**config.mk**
```make
export PLATFORM = sky130hd
export DESIGN_NAME = parallel_bus_handshake_master_flat
export DESIGN_NICKNAME = d
export VERILOG_FILES = /design/src/rtl/pbhm_pkg.sv /design/src/rtl/pbhm_stream_if.sv /design/src/rtl/pbhm_seq.sv /design/src/rtl/parallel_bus_handshake_master.sv /design/src/flat_wrapper.sv
export VERILOG_INCLUDE_DIRS = /design/src /design/src/rtl
export SDC_FILE = /design/constraint.sdc
export NUM_CORES = 1
export LEC_CHECK = 0
export BUFFER_PORTS_ARGS = -buffer_cell sky130_fd_sc_hd__buf_4
export CAP_MARGIN = 10
export CORE_MARGIN = 2
export CORE_UTILIZATION = 36
export DETAILED_ROUTE_END_ITERATION = 8
export SLEW_MARGIN = 25
export SYNTH_ARGS = -nofsm -noshare
export SYNTH_HDL_FRONTEND = slang
export SYNTH_SLANG_ARGS = --single-unit
```
**constraint.sdc**
```tcl
create_clock -name clk_i -period 1.8 [get_ports clk_i]
set_clock_uncertainty 0.2 [all_clocks]
set_input_delay 0.27 -clock clk_i [delete_from_list [all_inputs] [get_ports clk_i]]
set_output_delay 0.27 -clock clk_i [all_outputs]
set_load 0.02 [all_outputs]
```
**src/rtl/parallel_bus_handshake_master_defines.svh**
```systemverilog
// Assertion macros used by the parallel bus master top level.
// Each macro expects clk_i and rst_ni to be visible where it is used.
`ifndef PARALLEL_BUS_HANDSHAKE_MASTER_DEFINES_SVH
`define PARALLEL_BUS_HANDSHAKE_MASTER_DEFINES_SVH

// Same-cycle implication, checked out of reset.
`define PBHM_ASSERT_NOW(lbl, ante, cons) \
  lbl: assert property (@(posedge clk_i) disable iff (!rst_ni) (ante) |-> (cons)) \
    else $error("pbhm assertion failed");

// Next-cycle implication, checked out of reset.
`define PBHM_ASSERT_NEXT(lbl, ante, cons) \
  lbl: assert property (@(posedge clk_i) disable iff (!rst_ni) (ante) |=> (cons)) \
    else $error("pbhm assertion failed");

`endif

```
**src/rtl/pbhm_pkg.sv**
```systemverilog
// Types and constants for the parallel bus handshake master.
// No dependencies; used by the sequencer and the top level.
`timescale 1ns / 1ps

package pbhm_pkg;

  localparam int unsigned TimeoutWidth = 16;
  localparam logic [TimeoutWidth-1:0] TimeoutReset = 16'd25000;

  // Operation codes on func
  localparam logic [1:0] OpRead  = 2'd0;
  localparam logic [1:0] OpWrite = 2'd1;
  localparam logic [1:0] OpBlock = 2'd2;

  // Completion status codes
  localparam logic [1:0] StatOk   = 2'd0;
  localparam logic [1:0] StatNoAck = 2'd1;
  localparam logic [1:0] StatStuck = 2'd2;

  typedef struct packed {
    logic       start_req;
    logic [1:0] func;
    logic [1:0] slave;
    logic [7:0] write_data;
    logic       ack_in;
    logic [7:0] bus_in;
  } in_item_t;

  typedef struct packed {
    logic [3:0] req_lines;
    logic       rw_level;
    logic       drive_enable;
    logic [7:0] drive_data;
    logic       data_valid;
    logic [7:0] data_byte;
    logic       done_res;
    logic [1:0] status;
    logic [7:0] block_length;
    logic       busy_res;
  } out_item_t;

  typedef logic [TimeoutWidth-1:0] timeout_t;

endpackage

```
**src/rtl/pbhm_stream_if.sv**
```systemverilog
// Valid/ready channel carrying one payload per transaction.
// Payload type is set per instance; typically a struct from pbhm_pkg.
`timescale 1ns / 1ps

interface pbhm_stream_if #(
  parameter type payload_t = logic
);
  logic     valid;
  logic     ready;
  payload_t data;

  modport source (output valid, output data, input ready);
  modport sink   (input valid, input data, output ready);
endinterface

```
**src/rtl/pbhm_seq.sv**
```systemverilog
// Handshake sequencer: phase, timeout counter and per-operation state.
// Depends on pbhm_pkg; advances one sample per accepted transaction.
`timescale 1ns / 1ps

module pbhm_seq #(
  parameter int unsigned SLAVE_COUNT = 4
) (
  input  logic                 clk_i,
  input  logic                 rst_ni,
  input  logic                 step_i,
  input  pbhm_pkg::in_item_t   item_i,
  input  pbhm_pkg::timeout_t   timeout_i,
  output pbhm_pkg::out_item_t  result_o
);

  localparam logic [1:0] PhIdle   = 2'd0;
  localparam logic [1:0] PhWaitHi = 2'd1;
  localparam logic [1:0] PhWaitLo = 2'd2;

  localparam logic [2:0] SlaveLimit = 3'(SLAVE_COUNT);

  logic [1:0]         phase_q, phase_d;
  pbhm_pkg::timeout_t wait_q, wait_d;
  logic [1:0]         op_q, op_d;
  logic [1:0]         slave_q, slave_d;
  logic [7:0]         wbyte_q, wbyte_d;
  logic [7:0]         left_q, left_d;
  logic               len_seen_q, len_seen_d;
  logic [7:0]         cap_q, cap_d;

  logic       hi;
  logic       drive;
  logic [7:0] left_next;

  always_comb begin
    phase_d    = phase_q;
    wait_d     = wait_q;
    op_d       = op_q;
    slave_d    = slave_q;
    wbyte_d    = wbyte_q;
    left_d     = left_q;
    len_seen_d = len_seen_q;
    cap_d      = cap_q;
    left_next  = left_q;

    result_o = '0;

    case (phase_q)
      PhIdle: begin
        if (item_i.start_req && (item_i.func <= pbhm_pkg::OpBlock)) begin
          op_d       = item_i.func;
          slave_d    = item_i.slave;
          wbyte_d    = item_i.write_data;
          len_seen_d = 1'b0;
          left_d     = '0;
          wait_d     = '0;
          phase_d    = PhWaitHi;
        end
      end
      PhWaitHi: begin
        if (item_i.ack_in) begin
          if (op_q != pbhm_pkg::OpWrite) begin
            cap_d = item_i.bus_in;
          end
          wait_d  = '0;
          phase_d = PhWaitLo;
        end else if (wait_q == timeout_i) begin
          phase_d           = PhIdle;
          result_o.done_res = 1'b1;
          result_o.status   = pbhm_pkg::StatNoAck;
        end else begin
          wait_d = wait_q + 1'b1;
        end
      end
      PhWaitLo: begin
        if (!item_i.ack_in) begin
          wait_d = '0;
          if (op_q == pbhm_pkg::OpBlock) begin
            if (!len_seen_q) begin
              // first handshake of a block read carries the length
              len_seen_d            = 1'b1;
              left_next             = cap_q;
              result_o.block_length = cap_q;
            end else begin
              result_o.data_valid = 1'b1;
              result_o.data_byte  = cap_q;
              left_next           = left_q - 1'b1;
            end
            left_d = left_next;
            if (left_next == '0) begin
              phase_d           = PhIdle;
              result_o.done_res = 1'b1;
            end else begin
              phase_d = PhWaitHi;
            end
          end else begin
            if (op_q == pbhm_pkg::OpRead) begin
              result_o.data_valid = 1'b1;
              result_o.data_byte  = cap_q;
            end
            phase_d           = PhIdle;
            result_o.done_res = 1'b1;
          end
        end else if (wait_q == timeout_i) begin
          phase_d           = PhIdle;
          result_o.done_res = 1'b1;
          result_o.status   = pbhm_pkg::StatStuck;
        end else begin
          wait_d = wait_q + 1'b1;
        end
      end
      default: begin
        phase_d = PhIdle;
      end
    endcase

    // Bus levels follow the state after this sample
    hi    = (phase_d == PhWaitHi);
    drive = hi && (op_d == pbhm_pkg::OpWrite);
    if (hi && ({1'b0, slave_d} < SlaveLimit)) begin
      result_o.req_lines = 4'b0001 << slave_d;
    end
    result_o.rw_level     = (op_d == pbhm_pkg::OpWrite);
    result_o.drive_enable = drive;
    result_o.drive_data   = drive ? wbyte_d : 8'd0;
    result_o.busy_res     = (phase_d != PhIdle);
  end

  always_ff @(posedge clk_i or negedge rst_ni) begin
    if (!rst_ni) begin
      phase_q    <= PhIdle;
      wait_q     <= '0;
      op_q       <= pbhm_pkg::OpRead;
      slave_q    <= '0;
      wbyte_q    <= '0;
      left_q     <= '0;
      len_seen_q <= 1'b0;
      cap_q      <= '0;
    end else if (step_i) begin
      phase_q    <= phase_d;
      wait_q     <= wait_d;
      op_q       <= op_d;
      slave_q    <= slave_d;
      wbyte_q    <= wbyte_d;
      left_q     <= left_d;
      len_seen_q <= len_seen_d;
      cap_q      <= cap_d;
    end
  end

endmodule

```
**src/rtl/parallel_bus_handshake_master.sv**
```systemverilog
// Top level of the parallel bus handshake master.
// Depends on pbhm_pkg, pbhm_stream_if, pbhm_seq and the defines header.
`timescale 1ns / 1ps
// Usage
//   in_i   : one transaction per pin sample tick: start_req/func/slave/write_data
//            to launch an operation, ack_in/bus_in as the sampled pin levels.
//   out_o  : exactly one result per input transaction, giving the request,
//            direction and drive levels after that sample, plus read data,
//            block length, done/status and busy.
//   cfg_i  : writes timeout_limit; always ready. Write only while idle.
// The result of a sample is registered and appears on out_o in the cycle after
// the input transaction is taken. Throughput: one transaction per cycle while
// out_o is ready; sequencer state and result register update once per sample.
// Stall: while out_o holds an untaken result, in_i.ready follows out_o.ready,
// so a new sample is taken in the same cycle the held result leaves.
// Reset: phase goes idle, sequencer state clears, timeout_limit returns to 25000,
// and no result is pending.

`include "parallel_bus_handshake_master_defines.svh"

module parallel_bus_handshake_master #(
  parameter int unsigned SLAVE_COUNT = 4
) (
  input  logic           clk_i,
  input  logic           rst_ni,
  pbhm_stream_if.sink    in_i,
  pbhm_stream_if.source  out_o,
  pbhm_stream_if.sink    cfg_i
);

  pbhm_pkg::timeout_t  timeout_q;
  pbhm_pkg::out_item_t result;
  pbhm_pkg::out_item_t out_q;
  logic                out_valid_q;
  logic                in_take;

  assign in_i.ready  = !out_valid_q || out_o.ready;
  assign in_take     = in_i.valid && in_i.ready;
  assign cfg_i.ready = 1'b1;

  pbhm_seq #(
    .SLAVE_COUNT(SLAVE_COUNT)
  ) u_seq (
    .clk_i    (clk_i),
    .rst_ni   (rst_ni),
    .step_i   (in_take),
    .item_i   (in_i.data),
    .timeout_i(timeout_q),
    .result_o (result)
  );

  always_ff @(posedge clk_i or negedge rst_ni) begin
    if (!rst_ni) begin
      timeout_q <= pbhm_pkg::TimeoutReset;
    end else if (cfg_i.valid) begin
      timeout_q <= cfg_i.data;
    end
  end

  always_ff @(posedge clk_i or negedge rst_ni) begin
    if (!rst_ni) begin
      out_valid_q <= 1'b0;
    end else if (in_take) begin
      out_valid_q <= 1'b1;
    end else if (out_o.ready) begin
      out_valid_q <= 1'b0;
    end
  end

  // Payload register: load on every taken sample
  always_ff @(posedge clk_i) begin
    if (in_take) begin
      out_q <= result;
    end
  end

  assign out_o.valid = out_valid_q;
  assign out_o.data  = out_q;

  `PBHM_ASSERT_NOW(a_req_onehot, out_valid_q, $onehot0(out_q.req_lines))
  `PBHM_ASSERT_NOW(a_status_needs_done, out_valid_q && (out_q.status != pbhm_pkg::StatOk),
                   out_q.done_res && !out_q.busy_res)
  `PBHM_ASSERT_NOW(a_read_data_dir, out_valid_q && out_q.data_valid,
                   !out_q.rw_level && !out_q.drive_enable)
  `PBHM_ASSERT_NEXT(a_take_loads_result, in_take, out_valid_q)

endmodule
```
**src/flat_wrapper.sv**
```systemverilog
// flat-port wrapper written by rule: the top's interface ports become plain ports
module parallel_bus_handshake_master_flat 
#(
  parameter int unsigned SLAVE_COUNT = 4
)
  (clk_i, rst_ni, in_i_valid, in_i_data, in_i_ready, out_o_valid, out_o_data, out_o_ready, cfg_i_valid, cfg_i_data, cfg_i_ready);
  pbhm_stream_if in_i_i ();
  pbhm_stream_if out_o_i ();
  pbhm_stream_if cfg_i_i ();
  input  logic clk_i;
  input  logic rst_ni;
  input wire logic [$bits(in_i_i.valid)-1:0] in_i_valid;
  input wire logic [$bits(in_i_i.data)-1:0] in_i_data;
  output wire logic [$bits(in_i_i.ready)-1:0] in_i_ready;
  output wire logic [$bits(out_o_i.valid)-1:0] out_o_valid;
  output wire logic [$bits(out_o_i.data)-1:0] out_o_data;
  input wire logic [$bits(out_o_i.ready)-1:0] out_o_ready;
  input wire logic [$bits(cfg_i_i.valid)-1:0] cfg_i_valid;
  input wire logic [$bits(cfg_i_i.data)-1:0] cfg_i_data;
  output wire logic [$bits(cfg_i_i.ready)-1:0] cfg_i_ready;
  assign in_i_i.valid = in_i_valid;
  assign in_i_i.data = in_i_data;
  assign in_i_ready = in_i_i.ready;
  assign out_o_valid = out_o_i.valid;
  assign out_o_data = out_o_i.data;
  assign out_o_i.ready = out_o_ready;
  assign cfg_i_i.valid = cfg_i_valid;
  assign cfg_i_i.data = cfg_i_data;
  assign cfg_i_ready = cfg_i_i.ready;
  parallel_bus_handshake_master #(.SLAVE_COUNT(SLAVE_COUNT)) u_core (.clk_i(clk_i), .rst_ni(rst_ni), .in_i(in_i_i), .out_o(out_o_i), .cfg_i(cfg_i_i));
endmodule
```
==> results of run 1 <==
## worst max-delay path, delay by kind of cell, from the launching register on
family                 cells  cell delay [ns]
AO/OA/AOI/OAI              2             0.24
multiplexers               1             0.27
buffers and inverters      2             0.25
flip-flops                 1             0.62
AND/OR/NAND/NOR            2             0.28
## layer usage
layer  GRT usage, %  vias to the layer above  wire, µm
met3           3.06                        5       178
met4           7.22                        0        54
li1               -                      594         -
met1           23.5                      592      1470
met5              0                        -         0
met2           30.0                       39      1670
## synthesized netlist by cell type, types with 2 or more instances
master    number  area, µm²
a31oi_1        5       31.3
buf_6          2       22.5
clkbuf_1       4       15.0
dfrtp_1       20        500
inv_1          3       11.3
mux2_2         3       33.8
nand2_1       21       78.8
nand2b_1       3       18.8
nand3_1        9       45.0
nand4_1        4       25.0
nor2_1         6       22.5
nor2b_1        3       18.8
nor3_1         3       15.0
nor4_1         4       25.0
o211ai_1       5       37.5
o21ai_0       15       75.1
o21ai_2        2       17.5
o31ai_1        2       15.0
or4_1          4       30.0
## sequential cells by signal, summed over array words and instances, names as in the netlist
signal	flops
u_core.out_o.valid	1
u_core.timeout_q	2
u_core.u_seq.wait_q	16
u_core.u_seq.phase_q	2
u_core.out_o.data	1
## final timing paths
| check | start | to | cells past startpoint | slack [ns] |
|---|---|---|---|---|
| max | u_core.timeout_q[13] | u_core.u_seq.wait_q[0] | 7 | -0.17 |
| min | rst_ni | u_core.u_seq.wait_q[10] | 2 | 0.14 |
| max reg2reg | u_core.timeout_q[13] | u_core.u_seq.wait_q[0] | 7 | -0.17 |
| min reg2reg | u_core.u_seq.wait_q[15] | u_core.u_seq.wait_q[15] | 1 | 0.33 |
| max in group asynchronous | rst_ni | u_core.timeout_q[13] | 2 | 0.99 |
| min in group clk_i | out_o_ready | u_core.out_o.data | 5 | 0.31 |
## stage by stage
step / hold WS, ns / cell area, µm²
floorplan: -0.226 / 1270
global placement: -0.0277 / 1580
detailed placement: -0.0219 / 1580
CTS: 0.00867 / 1710
global route: 0.153 / 1800
finish: 0.138 / 1800
## what timing repair did
| action | CTS | global route |
|---|---|---|
| hold buffers | 4 | 1 |
| endpoints found under the hold margin | 24 | 1 |
| endpoints found under the setup margin | 11 | 16 |
| resized for setup | 10 | 23 |
| setup buffers | 2 | 2 |
| pin swaps | 4 | 7 |
## where the power goes
group / total (W) / internal, W / leakage, nW / switching, W
sequential: 0.000648 / 0.000563 / 0.244 / 0.0000850
clock: 0.000296 / 0.000124 / 0.0210 / 0.000172
combinational: 0.000533 / 0.000262 / 0.448 / 0.000270
## kinds of logic (layout without fill, tap and decap cells)
logic type               count (synthesis)  after routing
AND/OR/NAND/NOR                         66             66
multiplexers                             3              3
adder cells (fa/ha/maj)                  1              1
buffers and inverters                   10             55
AO/OA/AOI/OAI                           33             33
flip-flops                              22             22
other                                    1              1
XOR/XNOR                                 1              1
## final cells by class
| type | instances | area share, % |
|---|---|---|
| Multi-Input combinational cell | 105 | 40.8 |
| Inverter | 3 | 0.624 |
| Clock buffer | 4 | 2.01 |
| Timing Repair Buffer | 48 | 22.3 |
| Tap cell | 46 | 3.19 |
| Sequential cell | 22 | 31.1 |
==> summary.md, run 1 <==
| Metric | Value |
|---|---|
| Status | `finished with violations` |
| Failing checks | `negative setup slack` |
| CP arrival | `2.00 ns` |
| Multi-input combinational cell area | `736 µm²` |
| Crit Path Category | `flip-flop to flip-flop` |
| Most common cell after layout, fill and taps aside | `buf_4` |
| Post-DR vias/cell | `5.39` |
| XOR/XNOR Fraction of Synth Area | `0.707%` |
| Slack of the critical path | `-0.166 ns` |
| H-tree depth | `1` |
| Post-synthesis mux area share | `2.73%` |
| Initial antenna violation count | `0` |
| Die extent in x | `62.7 µm` |
| Final Power | `0.00148 W` |
| Slew Viols, Final | `0` |
| Mapped cell area | `1240 µm²` |
| Largest family of logic cells by synthesized area | `simple AND/OR/NAND/NOR gates` |
| Netlist cell types | `38` |
| First-pass GRT wire length | `5590 µm` |
| Diode count | `0` |
| Final setup fails | `10` |
| DRT antenna net count | `0` |
| Starting Density | `37.4%` |
| Vias in the first global route | `1,233` |
| Syn_nets | `145` |
| CP max-delay cell | `dfstp_2` |
| Worst setup EP type | `flip-flop` |
| Worst min path class | `primary input to async pin` |
| Number of top-level pins | `11` |
| Final net count | `191` |
| Post-Synthesis Cells | `137` |
| LEAKAGE | `0.713 nW` |
| Mean Syn Cell Area | `9.04 µm²` |
| CTS root buffer | `clkbuf_4` |
| Sequential share of the synthesized area | `44.9%` |
| Seq cells post-synth | `22` |
| Commonest non-fill, non-tap cells in the layout | `buf_4 (35), nand2_1 (20), dfrtp_1 (17), nand3_1 (9)` |
| Post-synth EDFFs | `1` |
| Worst setup SP type | `flip-flop` |
| DRC viols | `0` |
| I/O Buffers | `8` |
| Layout cell share with drive strength beyond 1 | `42.3%` |
| Die ar. | `3930 µm²` |
| WL/cell | `14.8 µm` |
| Pwr dens | `819 nW/µm²` |
| Fillers | `320` |
| CTS max path bufs | `2` |
| Endpoints failing hold | `0` |
| CTS buffer count | `3` |
| Final Instance Count excl. Fillers | `228` |
| Worst-path cell chain | `and4_4 -> o22ai_4 -> buf_6 -> o21ai_4 -> buf_6 -> nor2_2 -> mux2_4` |
| CP required | `1.83 ns` |
| Inst Count DP | `215` |
| CP Max Fanout | `5` |
| Hpwl dp | `2290 µm` |
| GP Congestion | `0.782` |
| FF/Latch Area | `561 µm²` |
| Largest net degree at the start of global routing | `22` |
| Peak supply drop | `381 µV` |
| Adder-Cell Fraction of Synth Area | `1.01%` |
| Clock latency on the worst-skew pair | `0.33 ns` |
| Core ar. | `3310 µm²` |
| Row cnt | `21` |
| Max-cap violations | `0` |
| Die H | `62.7 µm` |
| CTS tree | `built` |
| Setup TNS Final | `-1.02 ns` |
| Clk slew on worst S/H paths | `0.14 ns` |
| 1st-iter DRT viols | `94` |
| Layout area overhead | `45.7%` |
| Routed WL | `3370 µm` |
| Complex-gate fraction of the synthesized area | `17.1%` |
| DP Worst Slack | `-0.206 ns` |
| Synth Warn # | `0` |
| Synth Area in Simple Gates | `28.7%` |
| Crit path time final | `1.97 ns` |
| Synth Flop Type | `dfrtp_1` |
| Detailed-route via count | `1,230` |
| RSZ-0062 raised after global routing | `yes` |
| CP dominant cell by count | `buf_6` |
| Async SR Flop Fraction | `95.5%` |
| Final period utilization | `109%` |
| DR pass1 iterations | `4` |
| Total grt overflow | `0` |
| Final core occ | `54.5%` |
| All-Layer GR Usage | `18.1%` |
| Sink Count | `22` |
| F_max | `509 MHz` |
| Critical path's largest stage delay | `0.62 ns` |
Note: power is estimated with default switching activity, not from simulation.
==> inputs of run 2 (changes only) <==
REMOVE_ABC_BUFFERS = 1   (was unset)
==> summary.md, run 2 (synthesis results as in run 1) <==
| Metric | Value |
|---|---|
| Multi-input combinational cell area | `756 µm² (+2.7%)` |
| Reg power frac | `39.7% (-4.2 points)` |
| CP required | `1.86 ns (+0.03 ns)` |
| Worst setup SP type | `flip-flop` |
| First-pass GRT wire length | `5780 µm (+3.5%)` |
| Starting Density | `37.4% (unchanged)` |
| Top flop regs | `u_core.u_seq.wait_q (16), u_core.timeout_q (2), u_core.u_seq.phase_q (2)` |
| GP Congestion | `0.850 (+8.7%)` |
| Layout cell share with drive strength beyond 1 | `43.5% (+1.2 points)` |
| Commonest non-fill, non-tap cells in the layout | `buf_4 (42), nand2_1 (21), dfrtp_1 (18), o21ai_0 (8)` |
| Post-DR vias/cell | `5.38 (-0.37%)` |
| Final Instance Count excl. Fillers | `232 (+1.8%)` |
| Largest register by flop count | `u_core.u_seq.wait_q` |
| 1st-iter DRT viols | `41 (-56%)` |
| Clk slew on worst S/H paths | `0.13 ns (about the same)` |
| Final core occ | `56.2% (+1.7 points)` |
| RSZ-0062 raised after global routing | `yes` |
| CTS max path bufs | `2 (unchanged)` |
| Worst-path cell chain | `nor4_4 -> o22ai_4 -> o21ai_4 -> buf_4 -> or4_4 -> nand3_2` |
| Clock latency on the worst-skew pair | `0.32 ns (about the same)` |
| Layout area overhead | `50.1%` |
| Crit Path Category | `flip-flop to flip-flop` |
| Slack of the critical path | `-0.187 ns (-0.0207 ns)` |
| Routed WL | `3510 µm (+4.2%)` |
| Switching share of power | `32.7% (-3.1 points)` |
| Die extent in x | `62.7 µm (unchanged)` |
| Hold slack | `0.0475 ns (-0.0902 ns)` |
| DRC viols | `0 (unchanged)` |
| Failing checks | `negative setup slack` |
| Pwr dens | `864 nW/µm² (+5.5%)` |
| Final Power | `0.00161 W (+8.7%)` |
| Hpwl dp | `2400 µm (+4.5%)` |
| Clock power frac | `23.8% (+3.7 points)` |
| I/O Buffers | `8 (unchanged)` |
| Worst setup EP type | `flip-flop` |
| Status | `finished with violations` |
| Diode count | `0 (unchanged)` |
| Sink Count | `22 (unchanged)` |
| Worst Hold End | `u_core.out_o.valid` |
| F_max | `503 MHz (-1.0%)` |
| Core ar. | `3310 µm² (unchanged)` |
| Slew Viols, Final | `0 (unchanged)` |
| Peak supply drop | `739 µV (+94%)` |
| Worst min path class | `primary input to flip-flop` |
| CTS root buffer | `clkbuf_4` |
| Worst-case reg-to-reg path depth | `6 (-1)` |
| R2r endpoint | `u_core.u_seq.wait_q[12]` |
| WL/cell | `15.1 µm (+2.4%)` |
| CP arrival | `2.04 ns (+0.04 ns)` |
| Endpoints failing hold | `0 (unchanged)` |
| Number of top-level pins | `11 (unchanged)` |
| Die H | `62.7 µm (unchanged)` |
| DRT antenna net count | `0 (unchanged)` |
| CP max-delay cell | `dfstp_2` |
| Hold Path Cell Cnt | `3` |
| Final period utilization | `110% (+1.2 points)` |
| DR pass1 iterations | `4 (unchanged)` |
| Fillers | `306 (-4.4%)` |
| Critical path's largest stage delay | `0.64 ns (+0.02 ns)` |
| Placed Area | `1550 µm² (-1.7%)` |
| Max reg flops | `16 (unchanged)` |
| Total grt overflow | `0 (unchanged)` |
| Max-cap violations | `0 (unchanged)` |
| Finished Cell Area | `1860 µm² (+3.1%)` |
| All-Layer GR Usage | `18.5% (+0.45 points)` |
| Initial antenna violation count | `0 (unchanged)` |
| H-tree depth | `1 (unchanged)` |
| Final net count | `195 (+2.1%)` |
| Sw power | `0.000525 W (-0.57%)` |
| R2R setup slack | `-0.19 ns (-0.02 ns)` |
| Inst Count DP | `216 (+0.47%)` |
| Combinational power share | `36.5% (+0.4 points)` |
| Final setup fails | `10 (unchanged)` |
| CTS buffer count | `3 (unchanged)` |
| Most common cell after layout, fill and taps aside | `buf_4` |
| Largest net degree at the start of global routing | `22 (unchanged)` |
| CP Max Fanout | `5 (unchanged)` |
| LEAKAGE | `0.770 nW (+8.0%)` |
| CP startpoint | `u_core.timeout_q[13]` |
| Crit path time final | `1.99 ns (+0.0207 ns)` |
| Die ar. | `3930 µm² (unchanged)` |
| Detailed-route via count | `1,247 (+1.4%)` |
| Worst R2R Start | `u_core.timeout_q[13]` |
| Vias in the first global route | `1,218 (-1.2%)` |
| Internal Pwr Total | `0.00108 W (+14%)` |
| CTS tree | `built` |
| Worst hold start | `out_o_ready` |
| Row cnt | `21 (unchanged)` |
| FF/Latch Area | `559 µm² (-0.22%)` |
==> run 2: cell count changes in the layout (fill, tap and decap cells not counted), moves of 2 or more <==
cell,change
buf_4,+7
nor4_2,-2
nor3_4,+2
nor2_1,+2
nand3_2,+3
nor3_2,-3
or4_1,-3
buf_6,-2
or4_4,+3
nand3_1,-3
nor2_2,-2
==> run 2: power groups by stage <==
| stage | logic [W] | registers [W] | clock network [W] |
|---|---|---|---|
| floorplan | 0.000193 | 0.000646 | 0 |
| global placement | 0.000424 | 0.000627 | 0 |
| detailed placement | 0.000436 | 0.000631 | 0 |
| CTS | 0.000478 | 0.000635 | 0.000391 |
| global route | 0.000639 | 0.000652 | 0.000409 |
| finish | 0.000586 | 0.000638 | 0.000382 |
==> run 2: layout make-up <==
type,count,share of cell area (%)
clock buffer,3,1.21
inverter,3,0.606
clock inverter,1,1.62
multi-input combinational,105,40.6
tap,46,3.10
timing repair buffer,52,22.7
sequential,22,30.1
==> run 2: metrics by stage <==
step                worst slack [ns]  setup TNS [ns]
CTS                           -0.192           -1.56
global placement              -0.141          -0.623
detailed placement            -0.174           -1.02
global route                  -0.262           -2.35
floorplan                     -0.310           -1.79
finish                        -0.187           -1.49
==> run 2: what timing repair did <==
action / in CTS / in global routing
hold buffers: 4 / 0
setup buffers: 2 / 6
gates resized for setup: 17 / 22
pin swaps: 8 / 12
hold endpoints to repair: 24 / 0
endpoints found under the setup margin: 10 / 14
==> run 2: critical path, delay by kind of cell, from the launching register on <==
| kind | cells | cell delay [ns] |
|---|---|---|
| AO/OA/AOI/OAI | 2 | 0.32 |
| flip-flops | 1 | 0.64 |
| AND/OR/NAND/NOR | 3 | 0.62 |
| buffers and inverters | 1 | 0.15 |
==> run 2: worst max-delay path by stage <==
stage / to / slack, ns / cells past startpoint
6_report: u_core.u_seq.wait_q[12] / -0.19 / 6
5_1_grt: u_core.u_seq.wait_q[0] / -0.26 / 6
4_1_cts: u_core.u_seq.wait_q[12] / -0.19 / 6
3_5_place_dp: u_core.u_seq.wait_q[6] / -0.17 / 6
3_3_place_gp: u_core.u_seq.wait_q[6] / -0.14 / 6
2_1_floorplan: u_core.u_seq.wait_q[6] / -0.31 / 6
==> run 2: routing by layer <==
layer	vias to the layer above	global-route usage (%)	share of wire, %
li1	603	-	-
met1	608	24.9	46
met2	30	29.8	48
met3	6	3.78	4.4
met4	0	6.11	1.5
met5	-	0	0
